===== config.mk =====
export PLATFORM = sky130hd
export DESIGN_NAME = hilbert_curve_successor_top
export DESIGN_NICKNAME = d
export VERILOG_FILES = /design/src/hcs_pkg.sv /design/src/hcs_level.sv /design/src/hcs_out.sv /design/src/hilbert_curve_successor_top.sv
export SDC_FILE = /design/constraint.sdc
export NUM_CORES = 2
export LEC_CHECK = 0
export ABC_AREA = 1
export BUFFER_PORTS_ARGS = -buffer_cell sky130_fd_sc_hd__buf_2
export CAP_MARGIN = 10
export CORE_MARGIN = 1.5
export CORE_UTILIZATION = 35
export CTS_CLUSTER_SIZE = 40
export DETAILED_ROUTE_END_ITERATION = 6
export GPL_ROUTABILITY_DRIVEN = 0
export PLACE_DENSITY = 0.5
export SLEW_MARGIN = 40
export SYNTH_ARGS = -nofsm -noshare
export SYNTH_HDL_FRONTEND = slang
export SYNTH_SLANG_ARGS = --single-unit

===== constraint.sdc =====
create_clock -name clk -period 23.6 [get_ports clk]
set_input_delay 3.54 -clock clk [delete_from_list [all_inputs] [get_ports clk]]
set_output_delay 3.54 -clock clk [all_outputs]
set_load 0.02 [all_outputs]

===== src/hcs_pkg.sv =====
// Shared types, constants and rotate helpers for the Hilbert curve successor.
package hcs_pkg;

    localparam int MAX_DIMS   = 8;
    localparam int COORD_BITS = 16;
    localparam int DIM_W      = $clog2(MAX_DIMS);
    localparam int CNT_W      = $clog2(MAX_DIMS + 1);
    localparam int LVL_W      = $clog2(COORD_BITS);
    localparam int NB_W       = $clog2(COORD_BITS + 1);
    localparam int DC_W       = 4;
    localparam int BPC_W      = 5;
    localparam int CFG_DATA_W = 5;
    localparam int ROT_W2     = 2 * MAX_DIMS;

    typedef enum logic {
        CFG_DIM_COUNT      = 1'b0,
        CFG_BITS_PER_COORD = 1'b1
    } cfg_idx_t;

    typedef logic [MAX_DIMS-1:0]   dmask_t;
    typedef logic [COORD_BITS-1:0] coord_t;

    typedef struct packed {
        logic [CNT_W-1:0] n;
        logic [NB_W-1:0]  nb;
        dmask_t           nd_ones;
    } cfg_t;

    typedef struct packed {
        coord_t [MAX_DIMS-1:0] coord;
        dmask_t                refl;
        logic [DIM_W-1:0]      rot;
        dmask_t                index;
        logic [LVL_W-1:0]      rb;
        dmask_t                rd;
    } walk_t;

    function automatic dmask_t rotr(dmask_t x, logic [DIM_W-1:0] r,
                                    logic [CNT_W-1:0] n, dmask_t mask);
        logic [ROT_W2-1:0] w;
        logic [CNT_W-1:0]  s;
        s = n - CNT_W'(r);
        w = (ROT_W2'(x) >> r) | (ROT_W2'(x) << s);
        return w[MAX_DIMS-1:0] & mask;
    endfunction

    function automatic dmask_t rotl(dmask_t x, logic [DIM_W-1:0] r,
                                    logic [CNT_W-1:0] n, dmask_t mask);
        logic [ROT_W2-1:0] w;
        logic [CNT_W-1:0]  s;
        s = n - CNT_W'(r);
        w = (ROT_W2'(x) << r) | (ROT_W2'(x) >> s);
        return w[MAX_DIMS-1:0] & mask;
    endfunction

endpackage


===== src/hcs_level.sv =====
// One bit level of the Hilbert walk with its pipeline register.
module hcs_level (
    input  logic                          clk,
    input  logic                          rst_n,
    input  logic [hcs_pkg::LVL_W-1:0]     lvl,
    input  hcs_pkg::cfg_t                 cfg,
    input  logic                          in_valid,
    output logic                          in_ready,
    input  hcs_pkg::walk_t                in_state,
    output logic                          out_valid,
    input  logic                          out_ready,
    output hcs_pkg::walk_t                out_state
);

    logic                          valid_reg;
    hcs_pkg::walk_t                state_reg;
    hcs_pkg::walk_t                state_next;
    hcs_pkg::dmask_t               refl_new;
    hcs_pkg::dmask_t               bits;
    hcs_pkg::dmask_t               idx;
    hcs_pkg::dmask_t               inc;
    hcs_pkg::dmask_t               low_inc;
    hcs_pkg::dmask_t               low;
    logic                          full;
    logic [hcs_pkg::DIM_W:0]       step;
    logic [hcs_pkg::DIM_W:0]       rsum;

    always_comb
    begin
        state_next = in_state;
        for (int d = 0; d < hcs_pkg::MAX_DIMS; d++)
        begin
            refl_new[d] = (hcs_pkg::CNT_W'(d) < cfg.n) & in_state.coord[d][lvl];
        end
        bits = hcs_pkg::rotr(in_state.refl ^ refl_new, in_state.rot, cfg.n, cfg.nd_ones);
        idx = in_state.index ^ bits;
        for (int k = 1; k < hcs_pkg::MAX_DIMS; k = k * 2)
        begin
            idx = idx ^ (idx >> k);
        end
        full    = (idx == cfg.nd_ones);
        inc     = idx + hcs_pkg::dmask_t'(1);
        low_inc = inc & (~inc + hcs_pkg::dmask_t'(1));
        low     = bits & (~bits + hcs_pkg::dmask_t'(1)) & (cfg.nd_ones >> 1);
        step    = (hcs_pkg::DIM_W + 1)'(1);
        for (int j = 0; j < hcs_pkg::MAX_DIMS; j++)
        begin
            if (low[j])
            begin
                step = (hcs_pkg::DIM_W + 1)'(j + 2);
            end
        end
        rsum = {1'b0, in_state.rot} + step;
        if (rsum >= (hcs_pkg::DIM_W + 1)'(cfg.n))
        begin
            rsum = rsum - (hcs_pkg::DIM_W + 1)'(cfg.n);
        end
        if (hcs_pkg::NB_W'(lvl) < cfg.nb)
        begin
            if (!full)
            begin
                state_next.rb = lvl;
                state_next.rd = hcs_pkg::rotl(low_inc, in_state.rot, cfg.n, cfg.nd_ones);
            end
            state_next.index = idx[0] ? '0
                             : (hcs_pkg::dmask_t'(1) << (cfg.n - hcs_pkg::CNT_W'(1)));
            state_next.refl  = refl_new ^ (hcs_pkg::dmask_t'(1) << in_state.rot);
            state_next.rot   = rsum[hcs_pkg::DIM_W-1:0];
        end
    end

    assign in_ready  = !valid_reg || out_ready;
    assign out_valid = valid_reg;
    assign out_state = state_reg;

    always_ff @(posedge clk or negedge rst_n)
    begin
        if (!rst_n)
        begin
            valid_reg <= 1'b0;
        end
        else if (in_ready)
        begin
            valid_reg <= in_valid;
        end
    end

    always_ff @(posedge clk)
    begin
        if (in_valid && in_ready)
        begin
            state_reg <= state_next;
        end
    end

endmodule


===== src/hcs_out.sv =====
// Final stage: pick the changed dimension, flip its low bits, hold the result.
module hcs_out (
    input  logic                                          clk,
    input  logic                                          rst_n,
    input  hcs_pkg::cfg_t                                 cfg,
    input  logic                                          in_valid,
    output logic                                          in_ready,
    input  hcs_pkg::walk_t                                in_state,
    output logic                                          out_valid,
    input  logic                                          out_ready,
    output hcs_pkg::coord_t [hcs_pkg::MAX_DIMS-1:0]       out_coord,
    output logic [hcs_pkg::DIM_W-1:0]                     out_dim
);

    logic                                       valid_reg;
    hcs_pkg::coord_t [hcs_pkg::MAX_DIMS-1:0]    coord_reg;
    hcs_pkg::coord_t [hcs_pkg::MAX_DIMS-1:0]    coord_next;
    logic [hcs_pkg::DIM_W-1:0]                  dim_reg;
    logic [hcs_pkg::DIM_W-1:0]                  dim_next;
    hcs_pkg::coord_t                            flip;

    always_comb
    begin
        dim_next = hcs_pkg::DIM_W'(cfg.n - hcs_pkg::CNT_W'(1));
        for (int i = hcs_pkg::MAX_DIMS - 1; i >= 0; i--)
        begin
            if ((hcs_pkg::CNT_W'(i) < cfg.n - hcs_pkg::CNT_W'(1)) && in_state.rd[i])
            begin
                dim_next = hcs_pkg::DIM_W'(i);
            end
        end
        flip = {hcs_pkg::COORD_BITS{1'b1}}
             >> (hcs_pkg::LVL_W'(hcs_pkg::COORD_BITS - 1) - in_state.rb);
        coord_next = in_state.coord;
        coord_next[dim_next] = in_state.coord[dim_next] ^ flip;
    end

    assign in_ready  = !valid_reg || out_ready;
    assign out_valid = valid_reg;
    assign out_coord = coord_reg;
    assign out_dim   = dim_reg;

    always_ff @(posedge clk or negedge rst_n)
    begin
        if (!rst_n)
        begin
            valid_reg <= 1'b0;
        end
        else if (in_ready)
        begin
            valid_reg <= in_valid;
        end
    end

    always_ff @(posedge clk)
    begin
        if (in_valid && in_ready)
        begin
            coord_reg <= coord_next;
            dim_reg   <= dim_next;
        end
    end

endmodule


===== src/hilbert_curve_successor_top.sv =====
// Top level of the Hilbert curve successor: config registers and the level pipeline.
//
//   channel  direction  handshake              payload
//   in       input      in_valid / in_ready    in_coord_0 .. in_coord_7
//   out      output     out_valid / out_ready  out_coord_0 .. out_coord_7, changed_dim
//   cfg      input      cfg_valid / cfg_ready  cfg_index, cfg_data
//
// One transaction per cycle is accepted while not stalled; there is one register
// stage per coordinate bit level plus the flip stage. Levels above bits_per_coord pass
// the walk state through. Each stage holds its own valid bit, so bubbles close up under
// a stall and nothing is lost or repeated. Reset clears valid bits and restores
// dim_count = 2, bits_per_coord = 16. cfg_ready is always high.
module hilbert_curve_successor_top (
    input  logic                              clk,
    input  logic                              rst_n,
    input  logic                              in_valid,
    output logic                              in_ready,
    input  logic [15:0]                       in_coord_0,
    input  logic [15:0]                       in_coord_1,
    input  logic [15:0]                       in_coord_2,
    input  logic [15:0]                       in_coord_3,
    input  logic [15:0]                       in_coord_4,
    input  logic [15:0]                       in_coord_5,
    input  logic [15:0]                       in_coord_6,
    input  logic [15:0]                       in_coord_7,
    output logic                              out_valid,
    input  logic                              out_ready,
    output logic [15:0]                       out_coord_0,
    output logic [15:0]                       out_coord_1,
    output logic [15:0]                       out_coord_2,
    output logic [15:0]                       out_coord_3,
    output logic [15:0]                       out_coord_4,
    output logic [15:0]                       out_coord_5,
    output logic [15:0]                       out_coord_6,
    output logic [15:0]                       out_coord_7,
    output logic [2:0]                        changed_dim,
    input  logic                              cfg_valid,
    output logic                              cfg_ready,
    input  hcs_pkg::cfg_idx_t                 cfg_index,
    input  logic [hcs_pkg::CFG_DATA_W-1:0]    cfg_data
);

    logic [hcs_pkg::DC_W-1:0]                   dim_count_reg;
    logic [hcs_pkg::BPC_W-1:0]                  bpc_reg;
    hcs_pkg::cfg_t                              cfg;
    logic [hcs_pkg::MAX_DIMS:0]                 one_sh;
    hcs_pkg::walk_t                             st    [0:hcs_pkg::COORD_BITS];
    logic [hcs_pkg::COORD_BITS:0]               vld;
    logic [hcs_pkg::COORD_BITS:0]               rdy;
    hcs_pkg::coord_t [hcs_pkg::MAX_DIMS-1:0]    res_coord;

    assign cfg_ready = 1'b1;

    always_ff @(posedge clk or negedge rst_n)
    begin
        if (!rst_n)
        begin
            dim_count_reg <= hcs_pkg::DC_W'(2);
            bpc_reg       <= hcs_pkg::BPC_W'(hcs_pkg::COORD_BITS);
        end
        else if (cfg_valid && cfg_ready)
        begin
            case (cfg_index)
                hcs_pkg::CFG_DIM_COUNT:      dim_count_reg <= cfg_data[hcs_pkg::DC_W-1:0];
                hcs_pkg::CFG_BITS_PER_COORD: bpc_reg <= cfg_data[hcs_pkg::BPC_W-1:0];
                default:                     ;
            endcase
        end
    end

    always_comb
    begin
        if (dim_count_reg < hcs_pkg::DC_W'(2))
            cfg.n = hcs_pkg::CNT_W'(2);
        else if (dim_count_reg > hcs_pkg::DC_W'(hcs_pkg::MAX_DIMS))
            cfg.n = hcs_pkg::CNT_W'(hcs_pkg::MAX_DIMS);
        else
            cfg.n = hcs_pkg::CNT_W'(dim_count_reg);
        if (bpc_reg < hcs_pkg::BPC_W'(1))
            cfg.nb = hcs_pkg::NB_W'(1);
        else if (bpc_reg > hcs_pkg::BPC_W'(hcs_pkg::COORD_BITS))
            cfg.nb = hcs_pkg::NB_W'(hcs_pkg::COORD_BITS);
        else
            cfg.nb = hcs_pkg::NB_W'(bpc_reg);
        one_sh      = (hcs_pkg::MAX_DIMS + 1)'(1) << cfg.n;
        cfg.nd_ones = one_sh[hcs_pkg::MAX_DIMS-1:0] - hcs_pkg::dmask_t'(1);
    end

    always_comb
    begin
        st[0].coord[0] = in_coord_0;
        st[0].coord[1] = in_coord_1;
        st[0].coord[2] = in_coord_2;
        st[0].coord[3] = in_coord_3;
        st[0].coord[4] = in_coord_4;
        st[0].coord[5] = in_coord_5;
        st[0].coord[6] = in_coord_6;
        st[0].coord[7] = in_coord_7;
        st[0].refl     = '0;
        st[0].rot      = '0;
        st[0].index    = '0;
        st[0].rb       = hcs_pkg::LVL_W'(cfg.nb - hcs_pkg::NB_W'(1));
        st[0].rd       = cfg.nd_ones;
    end

    assign vld[0]   = in_valid;
    assign in_ready = rdy[0];

    for (genvar k = 0; k < hcs_pkg::COORD_BITS; k++)
    begin : g_level
        hcs_level u_level (
            .clk       (clk),
            .rst_n     (rst_n),
            .lvl       (hcs_pkg::LVL_W'(hcs_pkg::COORD_BITS - 1 - k)),
            .cfg       (cfg),
            .in_valid  (vld[k]),
            .in_ready  (rdy[k]),
            .in_state  (st[k]),
            .out_valid (vld[k+1]),
            .out_ready (rdy[k+1]),
            .out_state (st[k+1])
        );
    end

    hcs_out u_out (
        .clk       (clk),
        .rst_n     (rst_n),
        .cfg       (cfg),
        .in_valid  (vld[hcs_pkg::COORD_BITS]),
        .in_ready  (rdy[hcs_pkg::COORD_BITS]),
        .in_state  (st[hcs_pkg::COORD_BITS]),
        .out_valid (out_valid),
        .out_ready (out_ready),
        .out_coord (res_coord),
        .out_dim   (changed_dim)
    );

    assign out_coord_0 = res_coord[0];
    assign out_coord_1 = res_coord[1];
    assign out_coord_2 = res_coord[2];
    assign out_coord_3 = res_coord[3];
    assign out_coord_4 = res_coord[4];
    assign out_coord_5 = res_coord[5];
    assign out_coord_6 = res_coord[6];
    assign out_coord_7 = res_coord[7];

endmodule


==> impl_metrics.py <==
metrics = {
    "global_routing": {
        "grt_pass1_vias": 85700,
        "antenna_found_initial": 30,
        "grt_max_degree": 101,
        "grt-ovfl-total": 0,
        "globalRouteTotalUtil_pct": 21.2,
        "grt_first_pass_wirelength_mm": 572,
    },
    "floorplanning": {
        "fp.dieW_um": 603,
        "io_pins": 273,
        "design.core.area_mm2": 0.358,
        "row_count": 220,
        "start_util_pct": 35.1,
        "die_area_mm2": 0.363,
        "dieHeight_um": 603,
    },
    "synthesis": {
        "synth-simple-area-share_pct": 21.4,
        "ys_async_sr_fraction_pct": 0.975,
        "synth.ff_latch_count": 2666,
        "synth_common_cells": "nand2_1, edfxtp_1, nand3_1",
        "ys_top_cells_by_area": "edfxtp_1, nand2_1, nand3_1, inv_1, o21ai_0",
        "yosysSeqAreaShare_pct": 63.5,
        "synth_cell_types": 77,
        "syn_area_mm2": 0.126,
        "synth-compound-area-share_pct": 5.74,
        "synth_top_family_by_area": "simple AND/OR/NAND/NOR gates",
        "synth_mux_area_share_pct": 0.0487,
        "synth_nets": 12600,
        "synthCells": 12200,
        "ys_warn_count": 0,
        "synth_edf_count": 2640,
        "synth_area_leader_cell": "edfxtp_1",
        "syn_area_per_cell_um2": 10.3,
        "synth.most_common_cell": "nand2_1",
        "synth_top_area_share_pct": 63.0,
        "synthXorXnorAreaFrac_pct": 2.16,
        "synthAdderAreaFrac_pct": 2.80,
        "synthFlopType": "edfxtp_1",
    },
    "setup_path": {
        "cp.required_ns": 20.06,
        "r2r_start": "dim_count_reg[3]$_DFFE_PN0P_",
        "crit_arrival_ns": 8.28,
        "rrSetupSlack_ns": 14.74,
        "cp_max_fo": 3,
        "rr_endpoint": "g_level[13].u_level.out_state[1]$_DFFE_PP_",
        "startpoint_type": "input port",
        "slowest_stage": "nor2_1",
        "endpoint_kind": "primary output",
        "crit_path_end": "in_ready",
        "path_class": "in2out",
        "cp-startpoint": "out_ready",
        "r2r_cells": 34,
        "cpPeakStageDelay_ns": 0.26,
    },
    "sta": {
        "final.setup.tns_ns": 0,
        "tightest_slew_ns": 0.855,
        "period_share_pct": 50.1,
        "rsz0062_at_grt": "false",
        "relSlewSlack_pct": 42.9,
        "fin_skew_ns": 0.0634,
        "finalCriticalPeriod_ns": 11.82,
        "drv_slew": 0,
        "hold_viol_final": 0,
        "worst_slack_ns": 11.78,
        "setup_viol": 0,
        "fmax_mhz": 84.6,
    },
    "clocking": {
        "max-clock-path-buffers": 4,
        "cts_buffers": 285,
        "clkTransAtPathRegs_ns": 0.06,
        "cts_sinks": 2666,
        "cts-root-buf": "clkbuf_16",
        "post_cts_buffers": 0,
        "cts_resized": 0,
        "cts_tree": "yes",
        "ctsHoldBuffers": 0,
        "clk_latency_ns": 0.85,
        "htreeDepth": 5,
    },
    "place": {
        "portBuffers": 271,
        "placed_area_mm2": 0.133,
        "hpwl_mm": 286,
        "dp_slack_ns": 11.70,
    },
    "detailed_routing": {
        "detail_route.vias_per_cell": 5.28,
        "drtIter0Drc": 11300,
        "drc": 28,
        "ant_nets": 0,
        "drt_pass1_iterations": 7,
        "routed_wl_mm": 399,
        "wl_per_cell_um": 22.8,
        "vias": 92600,
    },
    "job": {
        "cap_violations": 0,
    },
    "finish": {
        "drive_gt1_share_pct": 8.72,
        "syn_to_final_growth_pct": 12.7,
        "largest_register_ffs": 2509,
        "nets": 12900,
        "final_cell_area_mm2": 0.142,
    },
    "run_status": {
        "violations": "design-rule violations",
        "outcome": "finished, violations left",
    },
    "min_path": {
        "hold_class": "reg2reg",
    },
}
-- area by class of cell --
cell class,count,area [um^2]
fill,34300,217000
sequential,2666,79900
multi-input combinational,8177,40700
clock buffer,353,7510
tap,4773,5970
inverter,979,3750
timing repair buffer,407,2660
clock inverter,152,1290
antenna,18,45.0
-- layer usage --
layer | up-vias | GRT usage, % | wire [um]
met5 | - | 0 | 30
met4 | 4 | 10.6 | 22100
met3 | 929 | 3.25 | 30700
met2 | 4557 | 33.8 | 181000
met1 | 44300 | 28.3 | 166000
li1 | 42800 | - | -
-- worst max-delay path, delay by kind of cell --
kind                   cells  cell delay (ns)
buffers and inverters     19             1.81
and+or+nand+nor           17             2.93
-- worst min path at each step --
stage,from,to,slack (ns),cells past startpoint
after CTS,g_level[2].u_level.out_state[89]$_DFFE_PP_,g_level[3].u_level.out_state[89]$_DFFE_PP_,0.37,0
final,g_level[14].u_level.out_state[52]$_DFFE_PP_,g_level[15].u_level.out_state[52]$_DFFE_PP_,0.39,0
after floorplan,g_level[9].u_level.out_state[101]$_DFFE_PP_,g_level[10].u_level.out_state[101]$_DFFE_PP_,0.40,0
after detailed placement,g_level[9].u_level.out_state[109]$_DFFE_PP_,g_level[10].u_level.out_state[109]$_DFFE_PP_,0.40,0
after global routing,g_level[2].u_level.out_state[89]$_DFFE_PP_,g_level[3].u_level.out_state[89]$_DFFE_PP_,0.38,0
after global placement,g_level[5].u_level.out_state[99]$_DFFE_PP_,g_level[6].u_level.out_state[99]$_DFFE_PP_,0.40,0
-- through the flow --
stage	hold slack [ns]	instances	utilization [%]
5_1_grt	0.382	17500	39.6
6_report	0.385	17500	39.6
4_1_cts	0.373	17500	39.5
3_3_place_gp	0.400	17000	37.0
3_5_place_dp	0.405	17000	37.1
2_1_floorplan	0.400	12200	-
-- logic make-up after synthesis --
kind of cell               Yosys count
and+or+nand+nor                   6370
other                                1
adders and majority gates          255
DFF                               2666
xor gates and xnor gates           289
AOI/OAI and AO/OA                 1256
buffers and inverters             1370
muxes                                6
-- layout by cell type (no fill, tap or decap), drive strengths merged, types with 144 or more instances in the layout --
cell type  instances
nand2           3996
edfxtp          2640
nand3           1486
inv              965
o21ai            676
nor2             628
buf              407
clkbuf           353
ha               211
xor2             190
a21oi            189
clkinv           144
Power is not shown: default switching activity piles up to over one toggle a cycle in this logic, so the estimate is an artifact.
